**src/design/assert_macros.svh**
```systemverilog
// Assertion macros shared by the list unit.
// Each macro samples on clk and is disabled while rst_n is low.
`ifndef ASSERT_MACROS_SVH
`define ASSERT_MACROS_SVH

// A condition that must hold at every clock edge.
`define ASSERT_ALWAYS(label, expr, msg) \
    label: assert property (@(posedge clk) disable iff (!rst_n) (expr)) \
        else $error(msg);

// A condition that, once true, must be followed by another in the next cycle.
`define ASSERT_NEXT(label, ante, cons, msg) \
    label: assert property (@(posedge clk) disable iff (!rst_n) (ante) |=> (cons)) \
        else $error(msg);

// A condition that, when true, must be matched by another in the same cycle.
`define ASSERT_SAME(label, ante, cons, msg) \
    label: assert property (@(posedge clk) disable iff (!rst_n) (ante) |-> (cons)) \
        else $error(msg);

`endif

```
**src/design/iiel_pkg.sv**
```systemverilog
// Shared types, sizes and conversion functions for the indexed list unit.
// Used by the cell, the command decoder and the top level.
package iiel_pkg;

    localparam int DEPTH = 64;
    localparam int WIDTH = 32;
    localparam int IDX_W = $clog2(DEPTH);
    localparam int CNT_W = $clog2(DEPTH + 1);
    localparam int CMP_W = (CNT_W > 7) ? CNT_W : 7;

    typedef enum logic [1:0] {
        CMD_APPEND = 2'd0,
        CMD_INSERT = 2'd1,
        CMD_ERASE  = 2'd2,
        CMD_READ   = 2'd3
    } cmd_t;

    typedef enum logic [1:0] {
        ST_OK    = 2'd0,
        ST_RANGE = 2'd1,
        ST_FULL  = 2'd2
    } status_t;

    // Broadcast from the decoder to every cell of the row.
    typedef struct packed {
        logic             ins_en;
        logic             era_en;
        logic             rd_en;
        logic [IDX_W-1:0] pos;
        logic [WIDTH-1:0] word;
    } cell_bcast_t;

    typedef struct packed {
        status_t          status;
        logic [CNT_W-1:0] count_next;
    } dec_result_t;

    function automatic logic [WIDTH-1:0] value_to_word(input logic [31:0] v);
        logic [WIDTH+31:0] tmp;
        tmp = {{WIDTH{1'b0}}, v};
        return tmp[WIDTH-1:0];
    endfunction

    function automatic logic [31:0] word_to_port(input logic [WIDTH-1:0] w);
        logic [WIDTH+31:0] tmp;
        tmp = {32'd0, w};
        return tmp[31:0];
    endfunction

    function automatic logic [6:0] count_to_port(input logic [CNT_W-1:0] c);
        logic [CNT_W+6:0] tmp;
        tmp = {7'd0, c};
        return tmp[6:0];
    endfunction

endpackage

```
**src/design/iiel_ctrl.sv**
```systemverilog
// Command decoder: checks the index against the count, sets the status and
// the new count, and drives the broadcast to the cell row. Depends on iiel_pkg.
module iiel_ctrl
    import iiel_pkg::*;
(
    input  logic             fire,
    input  logic [1:0]       command,
    input  logic [6:0]       index,
    input  logic [31:0]      value,
    input  logic [CNT_W-1:0] count_cur,
    output cell_bcast_t      bcast,
    output dec_result_t      result
);

    logic [CMP_W-1:0] idx_ext;
    logic [CMP_W-1:0] cnt_ext;
    logic             full;

    assign idx_ext = CMP_W'(index);
    assign cnt_ext = CMP_W'(count_cur);
    assign full    = (cnt_ext == CMP_W'(DEPTH));

    always_comb
    begin
        result.status     = ST_OK;
        result.count_next = count_cur;
        bcast.ins_en      = 1'b0;
        bcast.era_en      = 1'b0;
        bcast.rd_en       = 1'b0;
        bcast.pos         = idx_ext[IDX_W-1:0];
        bcast.word        = value_to_word(value);
        case (cmd_t'(command))
            CMD_APPEND:
            begin
                // An append is an insert at the current end.
                bcast.pos = cnt_ext[IDX_W-1:0];
                if (full)
                begin
                    result.status = ST_FULL;
                end
                else
                begin
                    bcast.ins_en      = fire;
                    result.count_next = count_cur + CNT_W'(1);
                end
            end
            CMD_INSERT:
            begin
                if (idx_ext > cnt_ext)
                begin
                    result.status = ST_RANGE;
                end
                else if (full)
                begin
                    result.status = ST_FULL;
                end
                else
                begin
                    bcast.ins_en      = fire;
                    result.count_next = count_cur + CNT_W'(1);
                end
            end
            CMD_ERASE:
            begin
                if (idx_ext >= cnt_ext)
                begin
                    result.status = ST_RANGE;
                end
                else
                begin
                    bcast.era_en      = fire;
                    result.count_next = count_cur - CNT_W'(1);
                end
            end
            CMD_READ:
            begin
                if (idx_ext >= cnt_ext)
                begin
                    result.status = ST_RANGE;
                end
                else
                begin
                    bcast.rd_en = 1'b1;
                end
            end
            default:
            begin
                result.status = ST_RANGE;
            end
        endcase
    end

endmodule

```
**config.mk**
```make
export PLATFORM = sky130hd
export DESIGN_NAME = iiel_ctrl
export DESIGN_NICKNAME = d
export VERILOG_FILES = /design/src/design/assert_macros.svh /design/src/design/iiel_pkg.sv /design/src/design/iiel_ctrl.sv
export SDC_FILE = /design/constraint.sdc
export NUM_CORES = 1
export LEC_CHECK = 0
export CAP_MARGIN = 15
export CORE_MARGIN = 1.5
export CORE_UTILIZATION = 46
export DETAILED_ROUTE_END_ITERATION = 10
export DONT_BUFFER_PORTS = 1
export PLACE_DENSITY = 0.65
export RECOVER_POWER = 50
export SETUP_SLACK_MARGIN = 0.2
export SYNTH_ARGS = -nofsm -noshare
export SYNTH_HDL_FRONTEND = slang
export SYNTH_SLANG_ARGS = --single-unit
```
**constraint.sdc**
```tcl
create_clock -name vclk -period 2.1
set_input_delay 0.21 -clock vclk [all_inputs]
set_output_delay 0.21 -clock vclk [all_outputs]
set_load 0.01 [all_outputs]
```
==> flow_metrics.py <==
metrics = {
    "drt": {
        "drtIter0Drc": 16,
        "detail-route-antenna-nets": 0,
        "firstDrtPassIters": 4,
        "wire_per_inst_um": 20.3,
        "wl_um": 3170,
        "drc": 0,
        "vias_per_cell": 6.65,
        "vias": 1037,
    },
    "logic_synthesis": {
        "synth.mux.area_fraction": 0.0192,
        "syn_nets": 214,
        "synth-xor-area-share": 0.0252,
        "synthAdderAreaFrac": 0.120,
        "synth_warnings": 0,
        "synth_top_family_by_area": "compound AO/OA/AOI/OAI gates",
        "synth.distinct_cells": 45,
        "synth-compound-area-share": 0.300,
        "syn_inst": 155,
        "yosysSeqAreaShare": 0,
        "netlist_area_mm2": 0.00104,
        "avgSynthCellArea_um2": 6.72,
        "synthSimpleGateAreaFrac": 0.239,
    },
    "die": {
        "die_height_um": 50.6,
        "initial_core_util": 0.480,
        "fp.dieArea_mm2": 0.00256,
        "die_w_um": 50.6,
        "row_count": 17,
        "core-area_mm2": 0.00217,
        "io_pins": 99,
    },
    "pwr": {
        "swShare": 0.563,
        "p_clk_frac": 0,
        "p_leak_nw": 0.408,
        "power_frac_seq": 0,
        "p_int_mw": 0.111,
        "peakVddDrop_uv": 103,
        "powerDensity_mw_per_mm2": 239,
        "combPwrFrac": 1.000,
        "p_switching_mw": 0.143,
    },
    "timing": {
        "slew_viol_final": 0,
        "setup_viol": 0,
        "fin_crit_ns": 2.07,
        "post-route-period-util": 0.985,
        "slew_headroom": 0.739,
        "hold_viol": 0,
        "worst_pin_slew_ns": 0.387,
        "fmaxAchievable_mhz": 484,
        "rsz0062_at_grt": "yes",
    },
    "final_layout": {
        "fin_nets": 189,
        "fin_area_mm2": 0.00107,
        "fin_util": 0.493,
        "seq_cells": 0,
        "fill_cells": 214,
        "nClkBuffers": 0,
        "drive_gt1_frac": 0.359,
        "num_antenna_cells": 0,
        "regArea_um2": 0,
        "syn_to_final_growth_pct": 2.64,
    },
    "global_routing": {
        "grtUsageTotal": 0.232,
        "grt_max_degree": 15,
        "antenna_found_initial": 0,
        "grt_pass1_wl_um": 4690,
        "gr-total-overflow": 0,
        "first_global_vias": 1010,
    },
    "job": {
        "drv_cap": 0,
    },
    "worst_setup_path": {
        "cp-start-kind": "primary input",
        "crit_chain": "inv_1 -> ha_1 -> nand4_1 -> buf_4 -> nor2_4 -> a211oi_4 -> a31o_2 -> or4_4",
        "end_kind": "primary output",
        "path_class": "in2out",
        "cp_slowest_stage_delay_ns": 0.53,
        "path_max_fanout": 5,
        "worstPathRequired_ns": 1.89,
        "cp_slowest_cell": "or4_4",
        "crit_arrival_ns": 1.86,
    },
    "placed_design": {
        "gp_congestion": 0.907,
        "hpwlAfterDp_um": 2350,
        "dpl_cell_area_um2": 955,
        "io_buffers": 0,
    },
    "clock_tree": {
        "ctsHoldBuffers": 0,
    },
    "hold_path": {
        "holdPathStages": 0,
        "hold_path_class": "in2out",
    },
    "outcome": {
        "status": "completed",
    },
}
[metrics by stage]
step / hold slack, ns / power, mW / std cells / setup TNS [ns] / worst slack (ns)
3_3_place_gp: 0.420 / 0.210 / 153 / 0 / 0.0471
3_5_place_dp: 0.420 / 0.216 / 153 / 0 / 0.0137
2_1_floorplan: 0.511 / 0.249 / 155 / 0 / 0.0876
5_1_grt: 0.420 / 0.273 / 156 / -0.00909 / -0.00909
4_1_cts: 0.420 / 0.236 / 156 / 0 / 0.0604
6_report: 0.420 / 0.255 / 156 / 0 / 0.0324
[cell families (layout without fill, tap and decap cells)]
group	after synthesis	after routing
simple gates	49	49
compound gates	42	42
xor+xnor	3	3
mux	2	2
buf+inv	49	22
fa+ha+maj	10	10
[placed cells by master (no fill, tap or decap), types with 3 or more instances in the layout]
cell type	instances
a21oi_1	4
a21oi_2	6
and3_1	4
buf_4	9
ha_1	5
ha_4	5
inv_1	6
nand2_1	15
nand3_1	6
nand4_1	3
nor2_1	7
o21ai_0	8
[repair_timing]
item                                    4_1_cts  5_1_grt
setup buffers                                 2        0
gates cloned                                  1        0
pin swaps                                     3        4
hold endpoints to repair                      0        0
endpoints found under the setup margin        7       10
resized for setup                             9       10
[path summary, 6_finish.rpt]
check | from | end | slack (ns)
setup / recovery | count_cur[4] | result[4] | 0.03
hold / removal | value[12] | bcast[12] | 0.42
[Yosys cell counts (all sizes together), types with 3 or more instances]
library cell | instances | share of area
nand3 | 6 | 0.029
inv | 10 | 0.036
nand4 | 3 | 0.018
a21oi | 10 | 0.048
clkbuf | 3 | 0.011
nor2 | 9 | 0.035
a211oi | 4 | 0.041
and3 | 4 | 0.024
ha | 10 | 0.12
nand2 | 15 | 0.054
o21ai | 9 | 0.043
a211o | 3 | 0.035
buf | 35 | 0.25
xnor2 | 3 | 0.025
[worst max-delay path, delay by kind of cell]
family | cells | cell delay [ns]
buffers and inverters | 2 | 0.20
adders and majority gates | 1 | 0.30
AOI/OAI and AO/OA | 2 | 0.35
and+or+nand+nor | 3 | 0.79
[layer usage]
layer | share of wire | global-route usage | vias to the layer above
met5 | 0 | 0 | -
met4 | 0.031 | 0.0991 | 0
met3 | 0.077 | 0.0476 | 24
met2 | 0.52 | 0.414 | 52
met1 | 0.37 | 0.263 | 490
li1 | - | - | 471
[final cells by class]
| cell class | count | area, um2 | area share |
|---|---|---|---|
| multi-input cells | 106 | 893 | 0.836 |
| repair buffers | 11 | 90.1 | 0.0843 |
| inverters | 11 | 50.0 | 0.0468 |
| well taps | 28 | 35.0 | 0.0328 |
[power by group through the flow]
stage	registers (mW)	clock network, mW	logic (mW)
detailed placement	0	0	0.216
finish	0	0	0.255
CTS	0	0	0.236
floorplan	0	0	0.249
global placement	0	0	0.210
global route	0	0	0.273
Power figures use the tool's default switching activity.
