## src/design/assert_macros.svh

```systemverilog
// Assertion macros shared by the list unit.
// Each macro samples on clk and is disabled while rst_n is low.
`ifndef ASSERT_MACROS_SVH
`define ASSERT_MACROS_SVH

// A condition that must hold at every clock edge.
`define ASSERT_ALWAYS(label, expr, msg) \
    label: assert property (@(posedge clk) disable iff (!rst_n) (expr)) \
        else $error(msg);

// A condition that, once true, must be followed by another in the next cycle.
`define ASSERT_NEXT(label, ante, cons, msg) \
    label: assert property (@(posedge clk) disable iff (!rst_n) (ante) |=> (cons)) \
        else $error(msg);

// A condition that, when true, must be matched by another in the same cycle.
`define ASSERT_SAME(label, ante, cons, msg) \
    label: assert property (@(posedge clk) disable iff (!rst_n) (ante) |-> (cons)) \
        else $error(msg);

`endif

```

## src/design/iiel_pkg.sv

```systemverilog
// Shared types, sizes and conversion functions for the indexed list unit.
// Used by the cell, the command decoder and the top level.
package iiel_pkg;

    localparam int DEPTH = 64;
    localparam int WIDTH = 32;
    localparam int IDX_W = $clog2(DEPTH);
    localparam int CNT_W = $clog2(DEPTH + 1);
    localparam int CMP_W = (CNT_W > 7) ? CNT_W : 7;

    typedef enum logic [1:0] {
        CMD_APPEND = 2'd0,
        CMD_INSERT = 2'd1,
        CMD_ERASE  = 2'd2,
        CMD_READ   = 2'd3
    } cmd_t;

    typedef enum logic [1:0] {
        ST_OK    = 2'd0,
        ST_RANGE = 2'd1,
        ST_FULL  = 2'd2
    } status_t;

    // Broadcast from the decoder to every cell of the row.
    typedef struct packed {
        logic             ins_en;
        logic             era_en;
        logic             rd_en;
        logic [IDX_W-1:0] pos;
        logic [WIDTH-1:0] word;
    } cell_bcast_t;

    typedef struct packed {
        status_t          status;
        logic [CNT_W-1:0] count_next;
    } dec_result_t;

    function automatic logic [WIDTH-1:0] value_to_word(input logic [31:0] v);
        logic [WIDTH+31:0] tmp;
        tmp = {{WIDTH{1'b0}}, v};
        return tmp[WIDTH-1:0];
    endfunction

    function automatic logic [31:0] word_to_port(input logic [WIDTH-1:0] w);
        logic [WIDTH+31:0] tmp;
        tmp = {32'd0, w};
        return tmp[31:0];
    endfunction

    function automatic logic [6:0] count_to_port(input logic [CNT_W-1:0] c);
        logic [CNT_W+6:0] tmp;
        tmp = {7'd0, c};
        return tmp[6:0];
    endfunction

endpackage

```

## src/design/iiel_cell.sv

```systemverilog
// One storage cell of the list row: holds a single entry and takes its
// neighbour's word on a shift. Depends on iiel_pkg.
module iiel_cell
    import iiel_pkg::*;
(
    input  logic             clk,
    input  logic [IDX_W-1:0] position,
    input  cell_bcast_t      bcast,
    input  logic [WIDTH-1:0] left_word,
    input  logic [WIDTH-1:0] right_word,
    output logic [WIDTH-1:0] word,
    output logic [WIDTH-1:0] read_word
);

    logic [WIDTH-1:0] word_reg;
    logic [WIDTH-1:0] word_next;

    always_comb
    begin
        word_next = word_reg;
        if (bcast.ins_en)
        begin
            if (position == bcast.pos)
            begin
                word_next = bcast.word;
            end
            else if (position > bcast.pos)
            begin
                word_next = left_word;
            end
        end
        else if (bcast.era_en)
        begin
            if (position >= bcast.pos)
            begin
                word_next = right_word;
            end
        end
    end

    always_ff @(posedge clk)
    begin
        word_reg <= word_next;
    end

    assign word      = word_reg;
    assign read_word = (bcast.rd_en && (position == bcast.pos)) ? word_reg : '0;

endmodule

```

## config.mk

```make
export PLATFORM = sky130hd
export DESIGN_NAME = iiel_cell
export DESIGN_NICKNAME = d
export VERILOG_FILES = /design/src/design/assert_macros.svh /design/src/design/iiel_pkg.sv /design/src/design/iiel_cell.sv
export SDC_FILE = /design/constraint.sdc
export NUM_CORES = 1
export LEC_CHECK = 0
export BUFFER_PORTS_ARGS = -buffer_cell sky130_fd_sc_hd__buf_2
export CAP_MARGIN = 20
export CORE_MARGIN = 1.5
export CORE_UTILIZATION = 41
export CTS_CLUSTER_SIZE = 8
export DETAILED_ROUTE_END_ITERATION = 8
export PLACE_DENSITY_LB_ADDON = 0.12
export SYNTH_ARGS = -nofsm -noshare
export SYNTH_HDL_FRONTEND = slang
export SYNTH_SLANG_ARGS = --single-unit
```

## constraint.sdc

```tcl
create_clock -name clk -period 5.9 [get_ports clk]
set_input_delay 0.295 -clock clk [delete_from_list [all_inputs] [get_ports clk]]
set_output_delay 0.295 -clock clk [all_outputs]
set_load 0.01 [all_outputs]
```

==> PnR_summary.wiki, run 1 <==
{| class="wikitable"
! Metric !! Value
|-
| Maximum cell stage delay along the critical path || around 1.1 ns
|-
| Top fanout value on the critical path || 33
|-
| Worst Path Class, Setup || primary input to output pin
|-
| Main synth FF type || sky130_fd_sc_hd__edfxtp_1
|-
| Result of the run || completed
|-
| Remaining global-route overflow || 0
|-
| Peak ir drop on the vdd network || 0.0000955 V
|-
| Non-filler instance count after layout || 473
|-
| Critical Path End Type || output pin
|-
| Inserted Clock Buffers || 5
|-
| Main area contributors after synthesis || sky130_fd_sc_hd__edfxtp_1, sky130_fd_sc_hd__a31oi_1, sky130_fd_sc_hd__and3_1, sky130_fd_sc_hd__nand4_1, sky130_fd_sc_hd__o21ai_0
|-
| Global placer's final weighted congestion || 0.911
|-
| Cell type with the largest total area after synthesis || sky130_fd_sc_hd__edfxtp_1
|-
| Antenna violations before repair || 0
|-
| Data arrival time of the critical path || approximately 2.9 ns
|-
| Buffering stage count on the worst path with inverters included || 3
|-
| Layout overhead on the synthesized area || 40.3%
|-
| Site Rows || 26
|-
| Diode count || 0
|-
| Number of unique standard cell types used by synthesis || 23
|-
| Number of synthesis warnings || 0
|-
| Average vias per placed instance || 5.39
|-
| Share of the clock period used by the worst path after layout || 0.532
|-
| CP most frequent cell || sky130_fd_sc_hd__buf_2
|-
| Count of final hold-check violations || 0
|-
| Setup violation total in the final timing report || 0
|-
| Layout Nets || 520
|-
| Detailed Place HPWL || 5.07 mm
|-
| Synthesized area per cell || about 9.1 um^2
|-
| Tmin final || 3.14 ns
|-
| Count of state elements after synthesis || 32
|-
| DRC violation total after the first TritonRoute iteration || approximately 170
|-
| Largest delay contributor family on the critical path || simple AND/OR/NAND/NOR gates
|-
| Total Wirelength || 7.18 mm
|-
| Total cell area at the placement stage || between 3000 and 4000 um^2
|-
| Initial standard-cell utilization of the core || 0.433
|-
| Kind of launch point of the worst setup path || primary input
|-
| Placeable core region || 5170 um^2
|-
| Number of fill cells in the layout || 478
|-
| Leading cell types by count after synthesis || sky130_fd_sc_hd__nor2_1, sky130_fd_sc_hd__a31oi_1, sky130_fd_sc_hd__and3_1, sky130_fd_sc_hd__edfxtp_1, sky130_fd_sc_hd__nand4_1
|-
| PD cells || 209 nW/um^2
|-
| Post-CTS Setup Inserts || 0
|-
| Clock root cell || sky130_fd_sc_hd__clkbuf_8
|-
| Die Area || 5920 um^2
|-
| Number of enable flip-flop cells after synthesis || 32
|-
| Count of maximum capacitance violations || 0
|-
| RSZ-0062 raised after global routing || false
|-
| Synthesized netlist net count || 365
|-
| Required arrival time at the worst endpoint || 5.61 ns
|-
| First-pass GRT wire length || 11.1 mm
|-
| Post-Syn Instances || 247
|-
| Clk slew on worst S/H paths || 0.07 ns
|-
| Class of the tightest hold or removal check || primary input to flip-flop
|-
| Fraction of synthesis flops using an asynchronous set or reset pin || 0
|-
| Max Fclk || 318 MHz
|-
| Post-Place Cells || approximately 470
|-
| Sequential area share after synthesis || 0.429
|-
| CTS tree || built
|-
| Maximum number of pins on one net before global-route repair || between 60 and 70
|-
| Slowest-stage cell, CP || sky130_fd_sc_hd__nor2_2
|-
| Num ports || between 150 and 200
|-
| Pins Over Slew Limit || 0
|-
| Fraction of synthesized cell area taken by the top area cell type || 0.429
|-
| Post-DR wirelength/cell || 15.2 um
|-
| Clock net sink count || 32
|-
| Die X || between 70 and 80 um
|-
| Level count of the clock H-tree || 2
|-
| DRC violation count after routing || 0
|-
| Relative slew slack || 0.322
|-
| Share of layout cells above drive strength 1 || 0.474
|-
| List of cells traversed by the critical path || buf_2 > inv_1 > ha_1 > nand4_2 > nor2_2 > and3_1 > buf_2
|-
| Post-cts repair resize count || 0
|-
| Y dimension of the die || 76.9 um
|-
| Vias post-DR || ~2,600
|-
| Final Worst Setup Slack || between 2 and 3 ns
|-
| All-layer global routing usage || 0.236
|-
| Transition at the pin with the smallest max-transition slack || 1.02 ns
|-
| Placement-stage worst setup slack || 2.76 ns
|-
| Number of buffers inserted by port buffering || 175
|-
| Number of nets with antenna violations after routing || 0
|-
| Final standard cell area without fillers || ~3100 um^2
|-
| Bufs on Longest Clock Path || 2
|-
| Max reg flops || 32
|-
| Cell Area, Synth || ~2200 um^2
|-
| Via count of the first global-routing pass || 2,328
|-
| Setup Total Neg Slack || 0 ns
|-
| Detailed-router iteration count before antenna repair || 4
|-
| Number of buffers added to fix hold violations after cts || 0
|-
| Most common cell in the netlist || sky130_fd_sc_hd__nor2_1
|-
| Share of the core filled with cells || 0.607
|-
| Cell leakage power || about 1.6 nW
|}
power breakdown:
| part | total (mW) | switching, mW | internal, mW | leakage (nW) |
|---|---|---|---|---|
| clock | 0.162 | 0.0816 | 0.0800 | 0.0453 |
| combinational | 0.183 | 0.107 | 0.0760 | 1.22 |
| sequential | 0.311 | 0.0168 | 0.295 | 0.308 |
| total | 0.657 | 0.206 | 0.451 | 1.58 |
metrics by stage:
stage,power [mW],hold WS (ns)
detailed placement,0.501,0.644
global route,0.688,0.364
floorplan,0.414,0.544
global placement,0.492,0.637
CTS,0.660,0.354
finish,0.657,0.361
layer usage:
layer | track usage | routed length [um]
met3 | 0.0631 | 646
met4 | 0.0741 | 124
met1 | 0.285 | 2920
met5 | 0 | 0
met2 | 0.407 | 3490
cell families (layout without fill, tap and decap cells):
family                   count (synthesis)  after routing  synth area share
buffers and inverters                   37            193             0.105
AND/OR/NAND/NOR                        104            104             0.260
adder cells (fa/ha/maj)                  6              6            0.0335
AO/OA/AOI/OAI                           68             68             0.173
flip-flops                              32             32             0.429
final timing paths:
kind | slack (ns) | from | end | cells past startpoint
max | 2.76 | bcast[37] | read_word[17] | 7
min | 0.36 | right_word[15] | word[15]$_DFFE_PP_ | 3
cell type report:
type | count | area (um^2) | area share
Sequential cell | 32 | 961 | 0.306
Clock buffer | 5 | 68.8 | 0.0219
Clock inverter | 3 | 13.8 | 0.00438
Multi-Input combinational cell | 178 | 1060 | 0.338
Tap cell | 70 | 87.6 | 0.0279
Timing Repair Buffer | 179 | 926 | 0.295
Inverter | 6 | 22.5 | 0.00717
cell usage in the layout, fill, tap and decap left out:
master | Yosys | final
sky130_fd_sc_hd__clkinv_2 | 0 | 2
sky130_fd_sc_hd__a41oi_4 | 0 | 1
sky130_fd_sc_hd__o21ai_0 | 25 | 25
sky130_fd_sc_hd__buf_4 | 6 | 3
sky130_fd_sc_hd__o21ai_1 | 8 | 8
sky130_fd_sc_hd__nand3_1 | 2 | 2
sky130_fd_sc_hd__a21oi_1 | 1 | 1
sky130_fd_sc_hd__inv_1 | 6 | 6
sky130_fd_sc_hd__clkbuf_8 | 0 | 5
sky130_fd_sc_hd__a31oi_1 | 32 | 32
sky130_fd_sc_hd__nor2_1 | 33 | 33
sky130_fd_sc_hd__edfxtp_1 | 32 | 32
sky130_fd_sc_hd__a21o_1 | 1 | 1
sky130_fd_sc_hd__buf_16 | 0 | 1
sky130_fd_sc_hd__nand2_4 | 1 | 1
sky130_fd_sc_hd__ha_1 | 6 | 6
sky130_fd_sc_hd__clkinv_1 | 0 | 1
sky130_fd_sc_hd__nand4_2 | 1 | 1
sky130_fd_sc_hd__nand4_1 | 32 | 32
sky130_fd_sc_hd__buf_2 | 7 | 175
sky130_fd_sc_hd__nor2_2 | 1 | 1
sky130_fd_sc_hd__and4_4 | 1 | 1
sky130_fd_sc_hd__and3_1 | 32 | 32
sky130_fd_sc_hd__nor2b_1 | 1 | 1
No activity file was read; power rests on OpenSTA's default activity.
==> run 2, diff against run 1 <==
Settings changed: ABC_AREA set to 1.
Clock period 5.9 ns to 3 ns, I/O delays scaled along.
==> run 2 against run 1 <==
Critical endpoint is now read_word[31]. Sequential power increased by 98%. Hold slack got worse by 0.21 ns. Critical path type unchanged. Critical path depth increased by 2. Non-clock buffer count unchanged. Synthesized area increased by 10%. Routed wire length decreased by 11%. Largest cell class unchanged.
==> PnR_summary.wiki, run 2 <==
{| class="wikitable"
! Metric !! Value
|-
| Number of unique standard cell types used by synthesis || 20 (-13%)
|-
| Remaining global-route overflow || 0 (unchanged)
|-
| Site Rows || 28 (+7.7%)
|-
| Cell leakage power || 2.14 nW (+36%)
|-
| Largest delay contributor family on the critical path || simple AND/OR/NAND/NOR gates
|-
| Vias post-DR || 2,576 (+1.0%)
|-
| Leading cell types by count after synthesis || sky130_fd_sc_hd__nand2_1, sky130_fd_sc_hd__inv_1, sky130_fd_sc_hd__nand3_1
|-
| Maximum number of pins on one net before global-route repair || 36 (-45%)
|-
| Fraction of synthesized cell area taken by the top area cell type || 0.390 (-0.0392)
|-
| Clock net sink count || 32 (unchanged)
|-
| Number of buffers added to fix hold violations after cts || 0 (unchanged)
|-
| Max Fclk || 460 MHz
|-
| DRC violation count after routing || 0 (unchanged)
|-
| Post-cts repair resize count || 0 (unchanged)
|-
| Critical Path End Type || output pin
|-
| Pins Over Slew Limit || 0 (unchanged)
|-
| Post-CTS Setup Inserts || 0 (unchanged)
|-
| Count of maximum capacitance violations || 0 (unchanged)
|-
| Cell Area, Synth || 2460 um^2 (+10%)
|-
| Maximum cell stage delay along the critical path || 0.41 ns (-0.65 ns)
|-
| Clock root cell || sky130_fd_sc_hd__clkbuf_8
|-
| Top fanout value on the critical path || 35 (+6.1%)
|-
| Destination of the worst hold path || word[20]$_DFFE_PP_
|-
| Layout Nets || 627 (+21%)
|-
| Transition at the pin with the smallest max-transition slack || 0.989 ns (-0.0266 ns)
|-
| Share of layout cells above drive strength 1 || 0.400 (-0.0739)
|-
| Max reg flops || 32 (unchanged)
|-
| Sequential area share after synthesis || 0.390 (-0.0392)
|-
| Num ports || 176 (unchanged)
|-
| Number of fill cells in the layout || 574 (+20%)
|-
| Share of the core filled with cells || 0.588 (-0.0193)
|-
| Data arrival time of the critical path || 2.02 ns (-0.83 ns)
|-
| Fraction of synthesis flops using an asynchronous set or reset pin || 0 (unchanged)
|-
| Kind of launch point of the worst setup path || primary input
|-
| Total Wirelength || 6.38 mm (-11%)
|-
| Synthesized netlist net count || 460 (+26%)
|-
| Layout overhead on the synthesized area || 39.6%
|-
| Class of the tightest hold or removal check || primary input to flip-flop
|-
| Count of state elements after synthesis || 32 (unchanged)
|-
| Tmin final || 2.17 ns
|-
| Main area contributors after synthesis || sky130_fd_sc_hd__edfxtp_1, sky130_fd_sc_hd__nand2_1, sky130_fd_sc_hd__inv_1, sky130_fd_sc_hd__nand3b_1, sky130_fd_sc_hd__nand3_1
|-
| PD cells || 398 nW/um^2 (+90%)
|-
| Most common cell after layout, fill and taps aside || sky130_fd_sc_hd__buf_2
|-
| Main synth FF type || sky130_fd_sc_hd__edfxtp_1
|-
| Total Power || 1.37 mW (+110%)
|-
| Peak ir drop on the vdd network || 0.000206 V (+120%)
|-
| DRC violation total after the first TritonRoute iteration || 112 (-35%)
|-
| Bufs on Longest Clock Path || 2 (unchanged)
|-
| Inserted Clock Buffers || 5 (unchanged)
|-
| Y dimension of the die || 80.5 um (+4.7%)
|-
| Share of the clock period used by the worst path after layout || 0.724
|-
| Global placer's final weighted congestion || 0.749 (-18%)
|-
| Commonest cells after routing, fill and taps aside || sky130_fd_sc_hd__buf_2, sky130_fd_sc_hd__nand2_1, sky130_fd_sc_hd__inv_1
|-
| Number of enable flip-flop cells after synthesis || 32 (unchanged)
|-
| Number of synthesis warnings || 0 (unchanged)
|-
| List of cells traversed by the critical path || buf_2 > inv_1 > ha_1 > nand2_2 > nor2_8 > nand3_2 > buf_4 > nor2_1 > buf_2
|-
| Antenna violations before repair || 0 (unchanged)
|-
| Die Area || 6490 um^2 (+9.6%)
|-
| Number of buffers inserted by port buffering || 175 (unchanged)
|-
| Worst Path Class, Setup || primary input to output pin
|-
| Most common cell in the netlist || sky130_fd_sc_hd__nand2_1
|-
| Clk slew on worst S/H paths || 0.06 ns (about the same)
|-
| Detailed-router iteration count before antenna repair || 4 (unchanged)
|-
| Setup violation total in the final timing report || 0 (unchanged)
|-
| Relative slew slack || 0.340 (+0.0177)
|-
| CP most frequent cell || sky130_fd_sc_hd__buf_2
|-
| Worst hold path stage count || 3 (unchanged)
|-
| Setup Total Neg Slack || 0 ns (unchanged)
|-
| Post-DR wirelength/cell || 10.9 um (-28%)
|-
| CTS tree || built
|-
| Diode count || 0 (unchanged)
|-
| Result of the run || completed
|-
| Number of nets with antenna violations after routing || 0 (unchanged)
|-
| Required arrival time at the worst endpoint || 2.85 ns (-2.76 ns)
|-
| Placeable core region || 5850 um^2 (+13%)
|-
| Cell type with the largest total area after synthesis || sky130_fd_sc_hd__edfxtp_1
|-
| Buffering stage count on the worst path with inverters included || 4 (+1)
|-
| Level count of the clock H-tree || 2 (unchanged)
|-
| Detailed Place HPWL || 4.99 mm (-1.6%)
|-
| Slowest-stage cell, CP || sky130_fd_sc_hd__nor2_8
|-
| Post-Syn Instances || 342 (+38%)
|-
| First-pass GRT wire length || 9.85 mm (-11%)
|-
| Start point of the critical path || bcast[35]
|-
| Initial standard-cell utilization of the core || 0.421 (-0.0117)
|-
| RSZ-0062 raised after global routing || false
|-
| Hold wc startpoint || right_word[20]
|-
| Die X || 80.5 um (+4.7%)
|-
| Count of final hold-check violations || 0 (unchanged)
|-
| All-layer global routing usage || 0.197 (-0.0394)
|-
| Average vias per placed instance || 4.40 (-18%)
|-
| Synthesized area per cell || 7.21 um^2 (-21%)
|-
| Via count of the first global-routing pass || 2,277 (-2.2%)
|}
-- run 2: area by class of cell --
type	count	area, um^2	area share
clock inverters	2	35.0	0.0102
multi-input cells	215	1090	0.316
flip-flops and latches	32	961	0.279
well taps	75	93.8	0.0273
clock buffers	6	72.6	0.0211
repair buffers	179	906	0.263
inverters	76	285	0.0829
-- run 2: stage by stage --
stage	instance area [um^2]	hold WS, ns	setup WS (ns)	cells
2_1_floorplan	2460	0.336	1.05	342
3_3_place_gp	3330	0.420	0.730	577
3_5_place_dp	3330	0.424	0.687	577
4_1_cts	3440	0.139	0.793	585
5_1_grt	3440	0.136	0.611	585
6_report	3440	0.150	0.827	585
-- run 2: how the worst max path moves through the flow --
| stage | depth (start not counted) | to |
|---|---|---|
| final | 9 | read_word[31] |
| after global routing | 8 | read_word[20] |
| after CTS | 9 | read_word[31] |
| after detailed placement | 10 | word[19]$_DFFE_PP_ |
| after global placement | 10 | word[16]$_DFFE_PP_ |
| after floorplan | 8 | word[0]$_DFFE_PP_ |
-- run 2: per-layer routing --
metal	wire length [um]	vias up	track usage
met1	2660	1094	0.230
met5	0	-	0
li1	-	1372	-
met4	60	0	0.0655
met3	455	4	0.0386
met2	3210	106	0.356
-- run 2: cell families after synthesis --
kind of cell | share of synthesized area
DFF | 0.390
AOI/OAI and AO/OA | 0.00508
and+or+nand+nor | 0.406
adders and majority gates | 0.0305
buffers and inverters | 0.169
-- run 2: power breakdown --
group | switching (mW) | internal, mW
clock network | 0.146 | 0.246
registers | 0.0346 | 0.580
logic | 0.205 | 0.157
==> run 3, diff against run 2 <==
Settings changed: ABC_AREA 1 to 0, CORE_UTILIZATION 41 to 36.
Clock period 3 ns to 1.9 ns, I/O delays scaled along.
==> run 3 against run 2 <==
Count of clock-buffer cells in the layout shrank 1. Routed wire length is 12% higher. Sequential power rose by 57%. Power grew 49%. Highest routed layer unchanged. Largest power group unchanged. Flip-flop and latch count unchanged. Clock power is 19% higher. Sequential share of layout area is 1.4 points higher.
==> PnR_summary.wiki, run 3 (same netlist as run 1, synthesis figures left out) <==
{| class="wikitable"
! Metric !! Value
|-
| Result of the run || completed
|-
| Most common cell after layout, fill and taps aside || sky130_fd_sc_hd__buf_2
|-
| Area of the multi-input gates || 1120 um^2 (+3.5%)
|-
| Non-filler instance count after layout || 486 (-17%)
|-
| Antenna violations before repair || 0 (unchanged)
|-
| Critical Path End Type || output pin
|-
| Post-Place Cells || 479 (-17%)
|-
| Placeable core region || 5960 um^2 (+1.8%)
|-
| Die X || 81.9 um (+1.7%)
|-
| CTS tree || built
|-
| Class of the tightest hold or removal check || primary input to flip-flop
|-
| Post-CTS Setup Inserts || 0 (unchanged)
|-
| Worst Path Class, Setup || primary input to output pin
|-
| Setup violation total in the final timing report || 0 (unchanged)
|-
| PD cells || 621 nW/um^2 (+56%)
|-
| First-pass GRT wire length || 10.5 mm (+6.9%)
|-
| Inserted Clock Buffers || 5 (unchanged)
|-
| Vias post-DR || 2,533 (-1.7%)
|-
| Transition at the pin with the smallest max-transition slack || 0.426 ns (-0.563 ns)
|-
| Destination of the worst hold path || word[13]$_DFFE_PP_
|-
| Total Power || 2.04 mW (+49%)
|-
| Remaining global-route overflow || 0 (unchanged)
|-
| Max reg flops || 32 (unchanged)
|-
| Max Fclk || ~600 MHz
|-
| Share of layout cells above drive strength 1 || 0.504 (+0.104)
|-
| RSZ-0062 raised after global routing || false
|-
| Count of maximum capacitance violations || 0 (unchanged)
|-
| Y dimension of the die || 81.9 um (+1.7%)
|-
| Worst hold path stage count || 3 (unchanged)
|-
| Average vias per placed instance || 5.21 (+18%)
|-
| Top fanout value on the critical path || 19 (-46%)
|-
| Post-DR wirelength/cell || 14.7 um (+34%)
|-
| Hold wc startpoint || right_word[13]
|-
| Level count of the clock H-tree || 2 (unchanged)
|-
| Relative slew slack || 0.716 (+0.376)
|-
| Hold Slack || 0.162 ns (+0.0120 ns)
|-
| Peak ir drop on the vdd network || 0.000289 V (+40%)
|-
| Share of the clock period used by the worst path after layout || 0.877
|-
| Number of fill cells in the layout || 591 (+3.0%)
|-
| Num ports || 176 (unchanged)
|-
| Via count of the first global-routing pass || 2,226 (-2.2%)
|-
| All-layer global routing usage || 0.210 (+0.0135)
|-
| DRC violation count after routing || 0 (unchanged)
|-
| Total Wirelength || 7.13 mm (+12%)
|-
| Site Rows || 28 (unchanged)
|-
| Tmin final || 1.67 ns
|-
| Post-cts repair resize count || 0 (unchanged)
|-
| Start point of the critical path || bcast[36]
|-
| Storage element area || 961 um^2 (unchanged)
|-
| Layout overhead on the synthesized area || 46.5%
|-
| Layout Nets || 529 (-16%)
|-
| Detailed Place HPWL || 5.44 mm (+9.0%)
|-
| Maximum number of pins on one net before global-route repair || 39 (+8.3%)
|-
| Detailed-router iteration count before antenna repair || 6 (+2)
|-
| Initial standard-cell utilization of the core || 0.376 (-0.0452)
|-
| Bufs on Longest Clock Path || 2 (unchanged)
|-
| Kind of launch point of the worst setup path || primary input
|-
| Number of nets with antenna violations after routing || 0 (unchanged)
|-
| Clk slew on worst S/H paths || 0.06 ns (about the same)
|-
| Clock root cell || sky130_fd_sc_hd__clkbuf_8
|-
| Data arrival time of the critical path || 1.57 ns (-0.45 ns)
|-
| Clock net sink count || 32 (unchanged)
|-
| Number of buffers added to fix hold violations after cts || 0 (unchanged)
|-
| Diode count || 0 (unchanged)
|-
| Number of buffers inserted by port buffering || 175 (unchanged)
|-
| Global placer's final weighted congestion || 0.745 (-0.52%)
|-
| Die Area || 6700 um^2 (+3.4%)
|-
| Commonest cells after routing, fill and taps aside || sky130_fd_sc_hd__buf_2, sky130_fd_sc_hd__nor2_1
|-
| Required arrival time at the worst endpoint || 1.80 ns (-1.05 ns)
|-
| Pins Over Slew Limit || 0 (unchanged)
|-
| Cell leakage power || 1.61 nW (-25%)
|-
| Count of final hold-check violations || 0 (unchanged)
|-
| DRC violation total after the first TritonRoute iteration || 121 (+8.0%)
|}
-- run 3: changes by cell type in the layout (fill, tap and decap cells not counted), moves of 32 or more --
cell | previous run | this run
sky130_fd_sc_hd__nand2_1 | 105 | 0
sky130_fd_sc_hd__a31oi_1 | 0 | 32
sky130_fd_sc_hd__nand4_1 | 0 | 32
sky130_fd_sc_hd__inv_1 | 75 | 2
sky130_fd_sc_hd__nand3_1 | 33 | 1
sky130_fd_sc_hd__and3_1 | 0 | 32
-- run 3: worst max-delay path by stage --
| stage | endpoint | slack [ns] | cells after the start |
|---|---|---|---|
| after floorplan | word[0]$_DFFE_PP_ | -0.11 | 7 |
| after global placement | word[14]$_DFFE_PP_ | 0.22 | 7 |
| after detailed placement | word[12]$_DFFE_PP_ | 0.16 | 7 |
| after CTS | read_word[25] | 0.22 | 8 |
| after global routing | read_word[14] | 0.08 | 8 |
| final | read_word[26] | 0.23 | 8 |
-- run 3: stage by stage --
step	utilization	cell area (um^2)	setup slack [ns]	setup TNS, ns
6_report	0.551	3280	0.235	0
5_1_grt	0.551	3280	0.0795	0
4_1_cts	0.551	3280	0.223	0
3_5_place_dp	0.538	3210	0.158	0
3_3_place_gp	0.538	3210	0.217	0
2_1_floorplan	-	2340	-0.109	-3.49
-- run 3: cell type report --
type	count	share of cell area
clock buffers	5	0.0210
inverters	6	0.0122
clock inverters	2	0.00229
repair buffers	188	0.300
multi-input cells	178	0.343
flip-flops and latches	32	0.293
well taps	75	0.0286
-- run 3: layer usage --
| metal | routed length [um] | up-vias | GRT usage |
|---|---|---|---|
| met2 | 3530 | 120 | 0.370 |
| met4 | 101 | 0 | 0.0644 |
| met1 | 2950 | 1130 | 0.259 |
| met3 | 546 | 8 | 0.0389 |
| met5 | 0 | - | 0 |
| li1 | - | 1275 | - |
-- run 3: power by group --
part | internal (mW) | switching, mW
registers | 0.915 | 0.0514
clock network | 0.241 | 0.226
logic | 0.258 | 0.345
total | 1.41 | 0.623
-- run 3: worst max-delay path, stage by stage --
cell                      delay, ns
sky130_fd_sc_hd__buf_2         0.16
sky130_fd_sc_hd__inv_12        0.03
sky130_fd_sc_hd__ha_4          0.26
sky130_fd_sc_hd__nand4_2       0.29
sky130_fd_sc_hd__nor2_2        0.21
sky130_fd_sc_hd__buf_4         0.22
sky130_fd_sc_hd__and3_1        0.17
sky130_fd_sc_hd__buf_2         0.12
